[src/rtl/core/dsps_pkg.sv]
// Shared types and constants for the dual servo pulse sequencer.
// Holds the command codes, the phase action codes and the state flag struct.
// No dependencies.
`default_nettype none
package dsps_pkg;

	localparam int PHASE_W = 4;
	localparam int WIDTH_W = 16;
	localparam int CFG_W   = 16;
	localparam int CFG_IDX_W = 1;

	localparam logic [CFG_W-1:0] FRAME_CYCLE_RST = 16'd5000;
	localparam logic [CFG_W-1:0] FIRST_TOP_RST   = 16'd20000;

	typedef enum logic [1:0] {
		CMD_TICK  = 2'd0,
		CMD_START = 2'd1,
		CMD_STOP  = 2'd2
	} cmd_t;

	localparam logic [CFG_IDX_W-1:0] REG_FRAME_CYCLE = 1'd0;
	localparam logic [CFG_IDX_W-1:0] REG_FIRST_TOP   = 1'd1;

	localparam logic [PHASE_W-1:0] PH_RAISE_A = 4'd0;
	localparam logic [PHASE_W-1:0] PH_LOWER_A = 4'd1;
	localparam logic [PHASE_W-1:0] PH_RAISE_B = 4'd2;
	localparam logic [PHASE_W-1:0] PH_LOWER_B = 4'd3;

	typedef struct packed {
		logic               level_a;
		logic               level_b;
		logic               running;
		logic [PHASE_W-1:0] phase;
	} flags_t;

endpackage
`default_nettype wire

[src/rtl/core/dual_servo_pulse_sequencer.sv]
// Top level of the dual servo pulse sequencer: state registers, result register, config port.
// Depends on dsps_pkg and dsps_step.
//
// Usage:
// Each input item carries a command (tick, start or stop) and the two pulse widths.
// A tick advances the counter while running; on a compare match the counter clears
// and the current phase action updates the servo levels and the compare top.
// Every accepted item yields exactly one result item: both servo levels, the phase
// whose action runs at the next match, and the running flag, all after the update.
// The result is valid in the cycle after the item is accepted.
// Throughput is one item per cycle while the output is not stalled; the state registers are updated
// at acceptance and the result register holds the new state.
// When the receiver stalls, the result stays in the output register and in_ready
// drops until it is taken, so no item is lost and the state holds.
// Reset clears the counter, phase, running flag and levels, loads the compare top
// from the first_top reset value and the frame cycle from its reset value.
// Configuration writes are taken in any cycle through cfg_we; a write to first_top
// also loads the compare top at once.
`default_nettype none
module dual_servo_pulse_sequencer import dsps_pkg::*; #(
	parameter int PHASE_COUNT = 9,
	parameter int TIMER_BITS  = 16
) (
	input  logic                 clk,
	input  logic                 arst_n,
	input  logic                 cfg_we,
	input  logic [CFG_IDX_W-1:0] cfg_index,
	input  logic [CFG_W-1:0]     cfg_data,
	input  logic                 in_valid,
	output logic                 in_ready,
	input  logic [1:0]           cmd,
	input  logic [WIDTH_W-1:0]   pulse_width_a,
	input  logic [WIDTH_W-1:0]   pulse_width_b,
	output logic                 out_valid,
	input  logic                 out_ready,
	output logic                 servo_a_level,
	output logic                 servo_b_level,
	output logic [PHASE_W-1:0]   phase_now,
	output logic                 is_running
);

	flags_t                flags_q;
	flags_t                flags_nxt;
	logic [TIMER_BITS-1:0] count_q;
	logic [TIMER_BITS-1:0] count_nxt;
	logic [TIMER_BITS-1:0] top_q;
	logic [TIMER_BITS-1:0] top_nxt;
	logic [TIMER_BITS-1:0] cfg_top;
	logic [TIMER_BITS-1:0] top_rst;
	logic [CFG_W-1:0]      frame_cycle_q;
	logic                  out_valid_q;
	logic                  in_acc;

	generate
		if (TIMER_BITS >= CFG_W) begin : g_wide
			assign cfg_top = {{(TIMER_BITS-CFG_W){1'b0}}, cfg_data};
			assign top_rst = {{(TIMER_BITS-CFG_W){1'b0}}, FIRST_TOP_RST};
		end else begin : g_narrow
			assign cfg_top = cfg_data[TIMER_BITS-1:0];
			assign top_rst = FIRST_TOP_RST[TIMER_BITS-1:0];
		end
	endgenerate

	assign in_ready = !out_valid_q || out_ready;
	assign in_acc   = in_valid && in_ready;

	dsps_step #(
		.PHASE_COUNT (PHASE_COUNT),
		.TIMER_BITS  (TIMER_BITS)
	) u_step (
		.flags_cur     (flags_q),
		.count_cur     (count_q),
		.top_cur       (top_q),
		.cmd           (cmd),
		.pulse_width_a (pulse_width_a),
		.pulse_width_b (pulse_width_b),
		.frame_cycle   (frame_cycle_q),
		.flags_nxt     (flags_nxt),
		.count_nxt     (count_nxt),
		.top_nxt       (top_nxt)
	);

	always_ff @(posedge clk or negedge arst_n) begin
		if (!arst_n) begin
			flags_q       <= '0;
			count_q       <= '0;
			top_q         <= top_rst;
			frame_cycle_q <= FRAME_CYCLE_RST;
			out_valid_q   <= 1'b0;
		end else begin
			if (in_acc) begin
				flags_q <= flags_nxt;
				count_q <= count_nxt;
			end
			if (cfg_we && cfg_index == REG_FIRST_TOP) begin
				top_q <= cfg_top;
			end else if (in_acc) begin
				top_q <= top_nxt;
			end
			if (cfg_we && cfg_index == REG_FRAME_CYCLE) begin
				frame_cycle_q <= cfg_data;
			end
			if (in_acc) begin
				out_valid_q <= 1'b1;
			end else if (out_ready) begin
				out_valid_q <= 1'b0;
			end
		end
	end

	assign out_valid     = out_valid_q;
	assign servo_a_level = flags_q.level_a;
	assign servo_b_level = flags_q.level_b;
	assign phase_now     = flags_q.phase;
	assign is_running    = flags_q.running;

endmodule
`default_nettype wire

[src/rtl/core/dsps_step.sv]
// Next-state logic of the sequencer for one item: counter, compare match and phase action.
// Depends on dsps_pkg.
`default_nettype none
module dsps_step import dsps_pkg::*; #(
	parameter int PHASE_COUNT = 9,
	parameter int TIMER_BITS  = 16
) (
	input  flags_t                 flags_cur,
	input  logic [TIMER_BITS-1:0]  count_cur,
	input  logic [TIMER_BITS-1:0]  top_cur,
	input  logic [1:0]             cmd,
	input  logic [WIDTH_W-1:0]     pulse_width_a,
	input  logic [WIDTH_W-1:0]     pulse_width_b,
	input  logic [CFG_W-1:0]       frame_cycle,
	output flags_t                 flags_nxt,
	output logic [TIMER_BITS-1:0]  count_nxt,
	output logic [TIMER_BITS-1:0]  top_nxt
);

	logic [TIMER_BITS-1:0] wa_t;
	logic [TIMER_BITS-1:0] wb_t;
	logic [TIMER_BITS-1:0] frame_t;
	logic [PHASE_W:0]      phase_inc;
	logic [PHASE_W-1:0]    phase_adv;
	flags_t                flags_act;
	logic [TIMER_BITS-1:0] top_act;

	// Operands are brought to timer width so the low time wraps at the counter width.
	generate
		if (TIMER_BITS >= WIDTH_W) begin : g_wide
			assign wa_t    = {{(TIMER_BITS-WIDTH_W){1'b0}}, pulse_width_a};
			assign wb_t    = {{(TIMER_BITS-WIDTH_W){1'b0}}, pulse_width_b};
			assign frame_t = {{(TIMER_BITS-CFG_W){1'b0}}, frame_cycle};
		end else begin : g_narrow
			assign wa_t    = pulse_width_a[TIMER_BITS-1:0];
			assign wb_t    = pulse_width_b[TIMER_BITS-1:0];
			assign frame_t = frame_cycle[TIMER_BITS-1:0];
		end
	endgenerate

	assign phase_inc = {1'b0, flags_cur.phase} + {{PHASE_W{1'b0}}, 1'b1};
	assign phase_adv = (phase_inc >= (PHASE_W+1)'(PHASE_COUNT)) ? '0 : phase_inc[PHASE_W-1:0];

	always_comb begin
		flags_act       = flags_cur;
		top_act         = top_cur;
		flags_act.phase = phase_adv;
		case (flags_cur.phase)
			PH_RAISE_A: begin
				flags_act.level_a = 1'b1;
				top_act           = wa_t;
			end
			PH_LOWER_A: begin
				flags_act.level_a = 1'b0;
				top_act           = frame_t - wa_t;
			end
			PH_RAISE_B: begin
				flags_act.level_b = 1'b1;
				top_act           = wb_t;
			end
			PH_LOWER_B: begin
				flags_act.level_b = 1'b0;
				top_act           = frame_t - wb_t;
			end
			default: begin
				top_act = top_cur;
			end
		endcase
	end

	always_comb begin
		flags_nxt = flags_cur;
		count_nxt = count_cur;
		top_nxt   = top_cur;
		case (cmd)
			CMD_TICK: begin
				if (flags_cur.running) begin
					if (count_cur == top_cur) begin
						count_nxt = '0;
						flags_nxt = flags_act;
						top_nxt   = top_act;
					end else begin
						count_nxt = count_cur + {{(TIMER_BITS-1){1'b0}}, 1'b1};
					end
				end
			end
			CMD_START: begin
				count_nxt         = '0;
				flags_nxt.running = 1'b1;
			end
			CMD_STOP: begin
				flags_nxt.running = 1'b0;
			end
			default: begin
				flags_nxt = flags_cur;
			end
		endcase
	end

endmodule
`default_nettype wire

[config.mk]
export PLATFORM = sky130hd
export DESIGN_NAME = dual_servo_pulse_sequencer
export DESIGN_NICKNAME = d
export VERILOG_FILES = /design/src/rtl/core/dsps_pkg.sv /design/src/rtl/core/dual_servo_pulse_sequencer.sv /design/src/rtl/core/dsps_step.sv
export SDC_FILE = /design/constraint.sdc
export NUM_CORES = 1
export LEC_CHECK = 0
export BUFFER_PORTS_ARGS = -buffer_cell sky130_fd_sc_hd__buf_2
export CAP_MARGIN = 20
export CORE_ASPECT_RATIO = 0.5
export CORE_MARGIN = 2
export CORE_UTILIZATION = 40
export DETAILED_ROUTE_END_ITERATION = 6
export PLACE_DENSITY = 0.71
export SLEW_MARGIN = 0
export SYNTH_ARGS = -nofsm -noshare
export SYNTH_HDL_FRONTEND = slang
export SYNTH_SLANG_ARGS = --single-unit
[constraint.sdc]
create_clock -name clk -period 4.1 [get_ports clk]
set_input_delay 0.615 -clock clk [delete_from_list [all_inputs] [get_ports clk]]
set_output_delay 0.615 -clock clk [all_outputs]
set_load 0.05 [all_outputs]
* Yosys cells after proc, flatten, opt, wreduce, memory -nomap -nowiden *
Index checks and enable logic that the tools add are counted.

cells by class
  add/sub/neg operators = 4
  multiply operators = 0
  divide/modulo/power cells = 0
  $lt $le $gt $ge = 1
  equal/unequal tests = 7
  shifts and indexed selects = 0
  multiplexer cells = 17
  bitwise gates (word level) = 1
  reduce and logical (&&, ||, !) cells = 23

operator list
  kind                                                               number
  two-way mux 16 bit                                                 7
  one-hot mux 16 bit (4 select lines)                                1
  one-hot mux 16 bit (2 select lines)                                1
  subtractor 16 bit                                                  2
  adder 16 x 1 -> 16 bit, second input constant                      1
  == test 16 bit                                                     1
  nonzero test 2 bit                                                 8
  AND reduction 5 bit                                                3
  == test 4 x 2 -> 1 bit, second input constant                      2
  two-way mux 4 bit                                                  2
  adder 4 x 1 -> 5 bit, second input constant                        1
  greater-or-equal comparator 5 x 4 -> 1 bit, second input constant  1
  two-way mux 5 bit                                                  1
  nonzero test 5 bit                                                 1
  == test 4 x 1 -> 1 bit, second input constant                      1
  logical NOT 4 bit                                                  1
  one-hot mux 1 bit (2 select lines)                                 2
  AND reduction 4 bit                                                1
  logical AND 1 bit                                                  3
  one-hot mux 1 bit (3 select lines)                                 1
  AND reduction 3 bit                                                1
  nonzero test 3 bit                                                 1
  == test 2 x 1 -> 1 bit, second input constant                      1
  == test 2 bit, second input constant                               1
  other kinds (7)                                                    8

word-level totals
  register bits = 56
  latch bits = 0
  bits in writable memories = 0
  memory bits (read-only) = 0
  bits of input ports = 56
  output and inout port bits = 9
  logic and storage cells = 61
  memories = 0

* Longest topological paths before layout *
  depth in word-level cells = 7
  gate-level depth with buffers = 14
  mapped depth without buffers = 12

* By module *
Synthesis repeated with hierarchy kept, for this count alone.

unflattened totals
  cell total of the unflattened synthesis = 536
  area total of the unflattened synthesis = 4869.7 um2

modules (own cells, without submodules)
  module                      times used  cells each  area each (um2)  seq. area each (um2)
  dsps_step                   1           358         2456.1           0.0
  dual_servo_pulse_sequencer  1           178         2413.6           1413.9

* Worst setup path before layout *
OpenSTA, ideal clock, no wires.

  kind = register to register
  start point = reg flags_q (netlist bit phase_now[0])
  end point = reg top_q[14]
  library setup time = 0.082 ns
  data arrival time = 3.497 ns
  data required time = 4.018 ns
  slack = 0.521 ns
  stages on the path, launching flop included = 15
  path buffers = 2
  period minus slack after synthesis = 3.579 ns
  cell sequence = dfrtp_1 > ha_1 > buf_2 > nor3b_1 > buf_2 > mux2_2 > ha_1 > inv_1 > fa_1 > a21o_1 > a311oi_1 > or4_1 > nand3_1 > a21oi_1 > o31a_1

between the ends
  word-level cells in the longest chain between the ends = 7
  elaborated cells on any way between the ends = 12
  classes of those cells = eq/ne (3); mux (6); reduce/logical (3)

RTL lines
  item                                            line                              source
  from (decl)                                     dual_servo_pulse_sequencer.sv:42  flags_t flags_q;
  from (signal assigned)                          dual_servo_pulse_sequencer.sv:92  flags_q <= flags_nxt;
  == test 4 x 2 -> 1 bit (tied with other cells)  dsps_step.sv:48                   case (flags_cur.phase)
  one-hot mux 16 bit (4 select lines)             dsps_step.sv:48
  two-way mux 16 bit                              dsps_step.sv:78                   if (count_cur == top_cur) begin
  two-way mux 16 bit                              dsps_step.sv:77                   if (flags_cur.running) begin
  two-way mux 16 bit                              dsps_step.sv:75                   case (cmd)
  two-way mux 16 bit                              dual_servo_pulse_sequencer.sv:97  end else if (in_acc) begin
  two-way mux 16 bit                              dual_servo_pulse_sequencer.sv:95  if (cfg_we && cfg_index == REG_FIRST_TOP) begin
  to (signal assigned)                            dual_servo_pulse_sequencer.sv:87  top_q <= top_rst;
  to (signal assigned)                            dual_servo_pulse_sequencer.sv:96  top_q <= cfg_top;
  to (signal assigned)                            dual_servo_pulse_sequencer.sv:98  top_q <= top_nxt;
  to (decl)                                       dual_servo_pulse_sequencer.sv:46  logic [TIMER_BITS-1:0] top_q;

Parallel ways exist; a longest one is shown, timed or not. The select of a mux whose other input is x is not followed.
A chain may end at the register's enable or synchronous reset.

* Worst setup path in the final report *
  start point = reg flags_q (netlist bit phase_now[0])
  end point = reg top_q[8]

Same word-level chain as after synthesis.

==> out/results.tsv <==
metric	value	unit
status	finished, final reports clean	
CP top delay family	compound AO/OA/AOI/OAI gates	
Tcrit/Tclk final	92.4	%
TritonRoute pass-1 iters	5	
Fmax achieved	264	MHz
vias in the first global route	3539	
Worst path max stage delay	0.58	ns
FF+latch count, synth	56	
Worst R2R Path Depth	11	
FF/Latch Area	1410	um^2
Hold/Removal Path Class	primary input to async pin	
critical-path cell list	ha_1 -> nor3b_2 -> buf_4 -> mux2i_1 -> fa_1 -> a21o_1 -> a311oi_1 -> o21ai_0 -> xnor2_1 -> a211oi_1 -> o31ai_1	
Synth Instances	465	
Core Footprint	10200	um^2
relative slew slack	27.7	%
Syn. warnings	0	
Max VDD drop	0.167	mV
DRC	0	
final setup vio count	0	
sequential area share after synthesis	33.6	%
Antenna Nets Post-Route	0	
gpl congestion	0.890	
Crit Path Category	flip-flop to flip-flop	
Area Growth Syn to Fin	14.0	%
Worst EP arrival	3.93	ns
multi-input logic area	2650	um^2
Synth area leaders	dfrtp_1, ha_1, dfstp_2, o21ai_0, mux2i_1	
fill count	1016	
max_cap viols	0	
number of synthesized flops with an enable pin	0	
Critical Path RT	4.24	ns
initial antenna violation count	0	
Post-CTS Resized	0	
final hold vios	0	
Leak	2.04	nW
largest net degree at the start of global routing	32	
post-layout min period	3.79	ns
GRT Total Usage	20.5	%
Crit path depth	11	
Post-Place Setup Slack	0.402	ns
commonest cells in the netlist	dfrtp_1, o21ai_0, nand2_1, nor2_1, a21oi_1	
# diodes	0	
global route overflow	0	
CTS Root Cell	clkbuf_16	
1st-iter DRT viols	372	
CP max-delay cell	a311oi_1	
Max Root-Sink Buffers	2	
Synth area leader	dfrtp_1	
DPL Wire Length	8.48	mm
setup ws final	0.311	ns
post-synthesis async set-or-reset flop share	100	%
post-synth top area share	27.3	%
Synth Flop Type	dfrtp_1	
Layout Cells excl Fill	658	
Num CTS Buffers	5	
Die Y	76.5	um
syn_nets	546	
via count	3900	
mean post-synth cell area	9.05	um^2
CTS sink cnt	56	
Slew @ Worst Pin	1.08	ns
Initial Utilization	41.2	%
Post-CTS Hold Fix Bufs	0	
setup total negative slack	0	ns
Setup Skew	0.0113	ns
critical path capture point type	flip-flop	
Final Slew Violations	0	
CP Buf/Inv Count	1	
Post-Synthesis Cell Area	4210	um^2
Skew-Pair Late Insertion Delay	0.30	ns
first-pass GRT wire length	18.6	mm
layout cells sized above 1	22.6	%
WL final	11.4	mm
die width	149	um
H-tree depth	2	
Pwr per Cell Area	342	nW/um^2
I/O pin cnt	65	
Final nets	598	
Via-to-Cell Ratio	5.93	
TritonCTS clock tree	built	
num rows	26	
Port-buffer cells	64	
drt wl/cell	17.4	um
Worst-path clk slew	0.08	ns
die area	11400	um^2
Distinct cells, synth	62	
RSZ-0062 raised after global routing	false	
postcts setup bufs	0	
crit-path max FO	17	
crit path launch type	flip-flop	
placed cell count	650	
layout make-up:
cell class              instances  area share, %
clock buffers                   6           2.89
multi-input cells             376           55.2
well taps                     140           3.65
repair buffers                 67           7.14
flip-flops and latches         56           29.5
inverters                      11          0.860
clock inverters                 2          0.808
layer usage:
metal | vias up | global-route usage (%) | routed length, um
li1 | 1838 | - | -
met1 | 1915 | 29.9 | 5500
met2 | 138 | 31.9 | 5090
met3 | 9 | 4.07 | 754
met4 | 0 | 3.62 | 82
met5 | - | 0 | 0
sequential cells by signal, summed over array words and instances (netlist names), named ones only:
register,cells
count_q,16
frame_cycle_q,16
out_valid,1
phase_now,4
servo_a_level,1
servo_b_level,1
top_q,16
power breakdown:
group | total, mW | switching, mW | internal (mW)
registers | 0.677 | 0.0562 | 0.621
logic | 0.449 | 0.254 | 0.195
clock network | 0.516 | 0.209 | 0.307
cell families (layout without fill, tap and decap cells):
kind of cell    count (synthesis)  after routing  synth area share (%)
fa+ha+maj                      25             25                  7.61
simple gates                  143            143                  17.3
flops                          56             56                  33.6
mux                            37             37                  9.30
buf+inv                        33             86                  3.60
xor+xnor                       25             25                  5.20
compound gates                146            146                  23.4
path summary, 6_finish.rpt:
kind	slack (ns)	startpoint	end
setup / recovery	0.31	phase_now[0]	top_q[8]
hold / removal	0.35	arst_n	frame_cycle_q[1]
setup reg to reg	0.31	phase_now[0]	top_q[8]
hold reg to reg	0.52	flip-flop	flip-flop
max in group asynchronous	2.86	arst_n	top_q[11]
min in group clk	0.52	flip-flop	flip-flop
layout by cell type, fill, tap and decap left out, types with 3 or more instances in the layout:
| cell | count |
|---|---|
| buf_2 | 64 |
| o21ai_0 | 46 |
| dfrtp_1 | 46 |
| nand2_1 | 44 |
| nor2_1 | 35 |
| a21oi_1 | 27 |
| ha_1 | 24 |
| xnor2_1 | 22 |
| mux2i_1 | 20 |
| mux2_2 | 17 |
| a211oi_1 | 13 |
| nand4_1 | 12 |
| inv_1 | 11 |
| dfstp_2 | 10 |
| nand2b_1 | 8 |
| o31ai_1 | 8 |
| a221o_1 | 8 |
| and3_1 | 7 |
| nand3_1 | 7 |
| a22o_1 | 7 |
| a31oi_1 | 6 |
| clkbuf_16 | 5 |
| a21o_1 | 4 |
| nor3_1 | 4 |
| o21ai_1 | 3 |
| and2_1 | 3 |
| xor2_1 | 3 |
| and4_1 | 3 |
| a311oi_1 | 3 |
| or3_1 | 3 |
| buf_4 | 3 |
stage by stage:
step           hold slack (ns)  area (um^2)  total power, mW  util (%)
6_report                 0.347         4800             1.64      47.0
5_1_grt                  0.411         4800             1.73      47.0
4_1_cts                  0.374         4800             1.65      47.0
3_5_place_dp             0.503         4620             1.13      45.3
3_3_place_gp             0.493         4620             1.12      45.3
2_1_floorplan            0.319         4210            0.990         -
No activity file was read; power rests on OpenSTA's default activity.
